## src/rtl/core/msci_pkg.sv

```systemverilog
// Shared types, start code values and lookup functions for the start code indexer.
package msci_pkg;

  localparam int ENTRY_BITS = 48;

  typedef logic [ENTRY_BITS-1:0] entry_pos_t;

  typedef struct packed {
    logic [7:0] es_byte;
    entry_pos_t byte_position;
  } es_word_t;

  typedef struct packed {
    logic        record_kind;
    entry_pos_t  entry_start;
    logic [1:0]  picture_type;
    logic        starts_entry;
    logic [12:0] width;
    logic [12:0] height;
    logic [3:0]  aspect_code;
    logic [15:0] frame_rate;
  } rec_word_t;

  typedef enum logic [1:0] {
    HK_SCAN,
    HK_SEQ,
    HK_SKIP,
    HK_PIC
  } hdr_kind_t;

  localparam logic [7:0] CODE_SEQUENCE = 8'hB3;
  localparam logic [7:0] CODE_GOP      = 8'hB8;
  localparam logic [7:0] CODE_PICTURE  = 8'h00;

  localparam logic [23:0] WINDOW_ONES   = 24'hFFFFFF;
  localparam logic [23:0] WINDOW_PREFIX = 24'h000001;

  localparam logic REC_SEQUENCE = 1'b0;
  localparam logic REC_PICTURE  = 1'b1;

  localparam logic [1:0] PIC_NONE = 2'd0;
  localparam logic [1:0] PIC_I    = 2'd1;

  localparam logic [3:0] SEQ_FIELD_BYTES = 4'd4;
  localparam logic [3:0] SEQ_SKIP_BYTES  = 4'd8;
  localparam logic [3:0] SEQ_TAIL_BYTES  = 4'd4;
  localparam logic [3:0] PIC_FIELD_BYTES = 4'd2;

  function automatic logic [12:0] round16(input logic [11:0] v);
    logic [12:0] s;
    s = {1'b0, v} + 13'd15;
    return {s[12:4], 4'b0000};
  endfunction

  function automatic logic [15:0] frame_rate_of(input logic [3:0] code);
    logic [15:0] r;
    unique case (code)
      4'd1:    r = 16'd23976;
      4'd2:    r = 16'd24000;
      4'd3:    r = 16'd25000;
      4'd4:    r = 16'd29970;
      4'd5:    r = 16'd30000;
      4'd6:    r = 16'd50000;
      4'd7:    r = 16'd59940;
      4'd8:    r = 16'd60000;
      default: r = 16'd0;
    endcase
    return r;
  endfunction

endpackage

```

## src/rtl/core/msci_scan.sv

```systemverilog
// Start code scanner, header field capture and entry tracking, one byte per cycle while take is high.
module msci_scan
  import msci_pkg::*;
#(
  parameter int POSITION_BITS = 48
) (
  input  logic      clk,
  input  logic      rst,
  input  logic      take,
  input  es_word_t  word,
  output logic      found,
  output rec_word_t rec
);

  logic [23:0]              window, window_next;
  logic                     seq_seen, seq_seen_next;
  logic                     at_gop, at_gop_next;
  hdr_kind_t                kind, kind_next;
  logic [3:0]               btt, btt_next;
  logic [31:0]              hshift, hshift_next;
  logic [POSITION_BITS-1:0] entry_pos, entry_pos_next;
  logic [POSITION_BITS-1:0] hdr_pos, hdr_pos_next;

  logic [POSITION_BITS-1:0] pos;
  logic [31:0]              shift_in;
  logic                     last;
  logic [2:0]               pic_code;
  logic                     pic_legal;

  assign pos       = POSITION_BITS'(word.byte_position);
  assign shift_in  = {hshift[23:0], word.es_byte};
  assign last      = (btt <= 4'd1);
  assign pic_code  = shift_in[5:3];
  assign pic_legal = (pic_code != 3'd0) && !pic_code[2];

  always_comb begin
    window_next    = window;
    seq_seen_next  = seq_seen;
    at_gop_next    = at_gop;
    kind_next      = kind;
    btt_next       = btt;
    hshift_next    = hshift;
    entry_pos_next = entry_pos;
    hdr_pos_next   = hdr_pos;
    if (take) begin
      unique case (kind)
        HK_SCAN: begin
          if (window != WINDOW_PREFIX) begin
            window_next = {window[15:0], word.es_byte};
          end else begin
            window_next = WINDOW_ONES;
            if (word.es_byte == CODE_SEQUENCE) begin
              entry_pos_next = pos;
              at_gop_next    = 1'b1;
              hshift_next    = '0;
              if (seq_seen) begin
                kind_next = HK_SKIP;
                btt_next  = SEQ_SKIP_BYTES;
              end else begin
                seq_seen_next = 1'b1;
                kind_next     = HK_SEQ;
                btt_next      = SEQ_FIELD_BYTES;
              end
            end else if (word.es_byte == CODE_GOP) begin
              if (seq_seen && !at_gop) begin
                entry_pos_next = pos;
                at_gop_next    = 1'b1;
              end
            end else if (word.es_byte == CODE_PICTURE) begin
              if (seq_seen) begin
                kind_next    = HK_PIC;
                btt_next     = PIC_FIELD_BYTES;
                hshift_next  = '0;
                hdr_pos_next = pos;
              end
            end
          end
        end
        HK_SKIP: begin
          btt_next = last ? 4'd0 : btt - 4'd1;
          if (last) begin
            kind_next = HK_SCAN;
          end
        end
        HK_SEQ: begin
          btt_next    = last ? 4'd0 : btt - 4'd1;
          hshift_next = shift_in;
          if (last) begin
            kind_next = HK_SKIP;
            btt_next  = SEQ_TAIL_BYTES;
          end
        end
        HK_PIC: begin
          btt_next    = last ? 4'd0 : btt - 4'd1;
          hshift_next = shift_in;
          if (last) begin
            kind_next = HK_SCAN;
            if (pic_legal) begin
              if (!at_gop) begin
                entry_pos_next = hdr_pos;
              end
              at_gop_next = 1'b0;
            end
          end
        end
        default: begin
          kind_next = HK_SCAN;
        end
      endcase
    end
  end

  always_comb begin
    rec             = '0;
    rec.entry_start = entry_pos_t'(entry_pos);
    found           = 1'b0;
    unique case (kind)
      HK_SEQ: begin
        found           = take && last;
        rec.record_kind = REC_SEQUENCE;
        rec.width       = round16(shift_in[31:20]);
        rec.height      = round16(shift_in[19:8]);
        rec.aspect_code = shift_in[7:4];
        rec.frame_rate  = frame_rate_of(shift_in[3:0]);
      end
      HK_PIC: begin
        found            = take && last && pic_legal;
        rec.record_kind  = REC_PICTURE;
        rec.picture_type = pic_code[1:0];
        rec.starts_entry = (pic_code[1:0] == PIC_I);
      end
      default: begin
        found = 1'b0;
      end
    endcase
  end

  always_ff @(posedge clk) begin
    if (rst) begin
      window    <= WINDOW_ONES;
      seq_seen  <= 1'b0;
      at_gop    <= 1'b0;
      kind      <= HK_SCAN;
      btt       <= 4'd0;
      hshift    <= '0;
      entry_pos <= '0;
      hdr_pos   <= '0;
    end else begin
      window    <= window_next;
      seq_seen  <= seq_seen_next;
      at_gop    <= at_gop_next;
      kind      <= kind_next;
      btt       <= btt_next;
      hshift    <= hshift_next;
      entry_pos <= entry_pos_next;
      hdr_pos   <= hdr_pos_next;
    end
  end

endmodule

```

## src/rtl/core/mpeg2_video_start_code_indexer.sv

```systemverilog
// Top level of the MPEG-2 video start code indexer with its output register and skid stage.
// The block takes one stream byte per cycle unless stalled and passes its record, if any,
// through the output register. Records come from the first sequence header, as sizes, aspect
// code and frame rate, and from each legal picture header, as picture type and entry start.
// The scan window and header state are updated for each byte taken, so one word is taken in
// every cycle while the record side flows. A stalled record is held in the output register
// and one further record in a skid register; stall on the byte side is raised only while that
// skid register is full. POSITION_BITS sets the width of the stored positions.
module mpeg2_video_start_code_indexer
  import msci_pkg::*;
#(
  parameter int POSITION_BITS = 48
) (
  input  logic      clk,
  input  logic      rst,
  input  logic      es_valid,
  output logic      es_stall,
  input  es_word_t  es_word,
  output logic      rec_valid,
  input  logic      rec_stall,
  output rec_word_t rec_word
);

  logic      take;
  logic      found;
  rec_word_t rec_new;
  logic      out_valid;
  rec_word_t out_word;
  logic      skid_valid;
  rec_word_t skid_word;
  logic      out_free;

  assign take     = es_valid && !skid_valid;
  assign es_stall = skid_valid;
  assign out_free = !out_valid || !rec_stall;

  msci_scan #(
    .POSITION_BITS(POSITION_BITS)
  ) u_scan (
    .clk  (clk),
    .rst  (rst),
    .take (take),
    .word (es_word),
    .found(found),
    .rec  (rec_new)
  );

  always_ff @(posedge clk) begin
    if (rst) begin
      out_valid  <= 1'b0;
      skid_valid <= 1'b0;
    end else if (out_free) begin
      if (skid_valid) begin
        out_valid  <= 1'b1;
        skid_valid <= 1'b0;
      end else begin
        out_valid <= found;
      end
    end else if (found) begin
      skid_valid <= 1'b1;
    end
  end

  always_ff @(posedge clk) begin
    if (out_free) begin
      if (skid_valid) begin
        out_word <= skid_word;
      end else if (found) begin
        out_word <= rec_new;
      end
    end else if (found) begin
      skid_word <= rec_new;
    end
  end

  assign rec_valid = out_valid;
  assign rec_word  = out_word;

endmodule

```

## config.mk

```make
export PLATFORM = sky130hd
export DESIGN_NAME = mpeg2_video_start_code_indexer
export DESIGN_NICKNAME = d
export VERILOG_FILES = /design/src/rtl/core/msci_pkg.sv /design/src/rtl/core/msci_scan.sv /design/src/rtl/core/mpeg2_video_start_code_indexer.sv
export SDC_FILE = /design/constraint.sdc
export NUM_CORES = 1
export LEC_CHECK = 0
export BUFFER_PORTS_ARGS = -buffer_cell sky130_fd_sc_hd__buf_2
export CAP_MARGIN = 20
export CELL_PAD_IN_SITES_DETAIL_PLACEMENT = 0
export CELL_PAD_IN_SITES_GLOBAL_PLACEMENT = 1
export CORE_AREA = 2 2 201 154
export DETAILED_ROUTE_END_ITERATION = 16
export DIE_AREA = 0 0 203 156
export PLACE_DENSITY_LB_ADDON = 0.15
export SETUP_SLACK_MARGIN = 0.5
export SYNTH_ARGS = -nofsm -noshare
export SYNTH_HDL_FRONTEND = slang
export SYNTH_SLANG_ARGS = --single-unit
```

## constraint.sdc

```tcl
create_clock -name clk -period 7.5 [get_ports clk]
set_input_delay 1.5 -clock clk [delete_from_list [all_inputs] [get_ports clk]]
set_output_delay 1.5 -clock clk [all_outputs]
set_load 0.02 [all_outputs]
```

==> metrics <==
Setup TNS 0 ps; CTS sink cnt 328; maxcap violations 0; Routed wire per std cell 19.5 um; max incr delay on CP 970 ps; Avg Cell Area, Syn 11.8 um2; Yosys top cell area share 38.0%; Sw Share 23.4%; WP data arrival 4000 ps; Final Max Tran Viols 0; Top Ports 160; number of flops mapped to enable cells by yosys 174; DIE AREA 31700 um2; core area 29700 um2; sequential share of power 49.8%; Clock Latency Late Sink 500 ps; Max VDD drop 0.120 mV; RSZ-0062 raised after global routing no; hold wc startpoint u_scan.entry_pos[23]; Port Buffers 150; Initial Util 46.3%; final hold vios 0; FFs w/ async S/R, synth 0%; crit-path max FO 51; Cell Int Power 3.02 mW; Primary FF master, synth edfxtp_1; Setup Skew 16.3 ps; Worst Path Required 7630 ps; pin count of the biggest net entering global routing 88; Total GRT Usage 20.9%; end of the worst register-to-register path skid_word[86]; Worst setup EP type register; Hold-fix buffers, CTS 0; TritonCTS clock tree yes; Net Sw Power 922 uW; crit path cell chain ha_2 -> a21oi_1 -> nor2_1 -> and4_4 -> buf_4; post-CTS setup buffer count 0; Non-Filler Instances 1700; layout cells sized above 1 23.1%; outcome finished clean; Die Height 156 um; global-route wire length before repair 52100 um; fin util 53.6%; fin nets 1348; DR iter-0 viols 589; DP Cell Count 1638; cell accounting for the most synthesized area edfxtp_1; Buf/Inv on CP 1; pwr dens 248 nW/um2; via count 9382; Cells after Synth 1168; initial antenna violation count 0; Synth Register Bits 328; Synth cell types 54; Slew headroom 33.1%; grt total ovfl 0; Max Clock Freq 258 MHz; # diodes 0; Clock Tree Buf Depth 3; fin crit share 51.6%; vias in the first global route 8919; total power 3.94 mW; critical path class reg -> reg; DR vias/cell 5.52; Largest delay share family, worst path flip-flops; CTS clock-pin slew for the worst setup and hold paths 60 ps; Min-Delay Endpoint skid_word[72]; worst reg2reg startpoint u_scan.kind[0]; Ys Warns 0; slowest CP cell dfxtp_1; wirelength, routed 33100 um; WHS Path Cells 0; Reg2Reg Setup Slack 3630 ps; Post-CTS Resized 0; H-tree Lvls 2; gpl congestion 0.778; Mapped Area 13700 um2; Seq/Total Area, Yosys 60.4%; Antenna Nets Post-Route 0; # setup viols final 0; worst reg2reg path depth 5; Least-Margin Pin Slew 1000 ps; Root Buffer clkbuf_16; CP Launch Type register; die span in x 203 um; dpl cell area 14800 um2; area grow syn2layout 15.6%; Row Count 55; LEAKAGE 5.60 nW; Synth area leaders edfxtp_1 (38%), dfxtp_1 (22%), mux2_2 (5.4%); Fillers 2578; Clk pwr share 42.3%; Worst Hold Class reg -> reg; DRT Pass-1 Iters 5; Period minus WS final 3870 ps; DR DRC count 0; Comb pwr share 7.9%; Inserted Clock Buffers 34; hpwl dp 20000 um; design area 15900 um2
[state kept, by name, summed over array words and instances, names as in the netlist, 2 cells and up]
signal and count:
u_scan.hshift 24, u_scan.btt 4, u_scan.entry_pos 48, rec_word 87, u_scan.hdr_pos 48, skid_word 87, u_scan.window 24, u_scan.kind 2
[metal layers]
layer	global-route usage, %	up-vias	part of all wire (%)
met4	4.87	0	1.5
met1	33.6	4564	52
met3	2.88	39	4.6
met5	0	-	0
li1	-	4558	-
met2	29.3	221	42
[power by group through the flow]
stage,clock [mW],combinational [mW],sequential (mW)
floorplan,0,0.189,2.01
global placement,0,0.303,2.00
detailed placement,0,0.307,2.00
CTS,1.71,0.307,1.96
global route,1.78,0.340,1.97
finish,1.67,0.310,1.96
[cell usage after synthesis (16+ instances only)]
cell and n:
mux2_2 66, a21oi_1 37, nand2_1 39, inv_1 16, edfxtp_1 174, o2bb2ai_1 48
nor3_1 30, dfxtp_1 154, mux2i_1 48, o31ai_1 16, a31oi_1 51, or3_1 50
o21ai_0 79, buf_4 16, clkbuf_1 76, nand4b_1 21, o21bai_1 23, nor2_1 108
[worst max-delay path by stage]
stage              startpoint                   end  cells after the start
4_1_cts        u_scan.kind[0]         skid_word[24]                      5
5_1_grt        u_scan.kind[0]         skid_word[86]                      5
3_5_place_dp         es_valid    u_scan.hdr_pos[17]                      7
6_report       u_scan.kind[0]         skid_word[86]                      5
2_1_floorplan     es_word[52]          rec_word[11]                      6
3_3_place_gp      es_word[48]  u_scan.entry_pos[15]                      9
[cell families after synthesis]
logic type,after synthesis,share of synthesized area [%]
DFF,328,60.4
and+or+nand+nor,303,11.5
AOI/OAI and AO/OA,276,13.4
buffers and inverters,120,3.78
muxes,114,8.90
xor gates and xnor gates,14,0.892
adders and majority gates,12,1.09
other,1,0.0273
[metrics by stage]
stage	hold slack (ps)	setup slack, ps
final	461	3630
after global routing	468	3340
after CTS	460	3600
after detailed placement	443	3160
after global placement	440	2800
after floorplan	427	540
[worst register-to-register path: stages, from the launching register on]
cell and delay, ps:
dfxtp_1 970, ha_2 720, a21oi_1 130, nor2_1 250, and4_4 700, buf_4 700
[layout make-up]
| class | count | area (um2) | share of cell area [%] |
|---|---|---|---|
| Sequential cell | 328 | 8310 | 52.3 |
| Multi-Input combinational cell | 728 | 4990 | 31.4 |
| Clock buffer | 45 | 943 | 5.93 |
| Timing Repair Buffer | 168 | 941 | 5.92 |
| Tap cell | 399 | 499 | 3.14 |
| Clock inverter | 16 | 155 | 0.976 |
| Inverter | 16 | 60.1 | 0.378 |
[cell usage in the layout (no fill, tap or decap), types with 13 or more instances in the layout]
cell and n:
a21oi_1 36, a31oi_1 51, and2_1 13, buf_2 149, buf_4 16, clkbuf_16 35
dfxtp_1 153, edfxtp_1 174, inv_1 16, mux2_2 66, mux2i_1 48, nand2_1 39
nand4b_1 21, nor2_1 107, nor3_1 30, o21ai_0 79, o21bai_1 23, o2bb2ai_1 48
o31ai_1 16, or3_1 50
No activity file was read; power rests on OpenSTA's default activity.
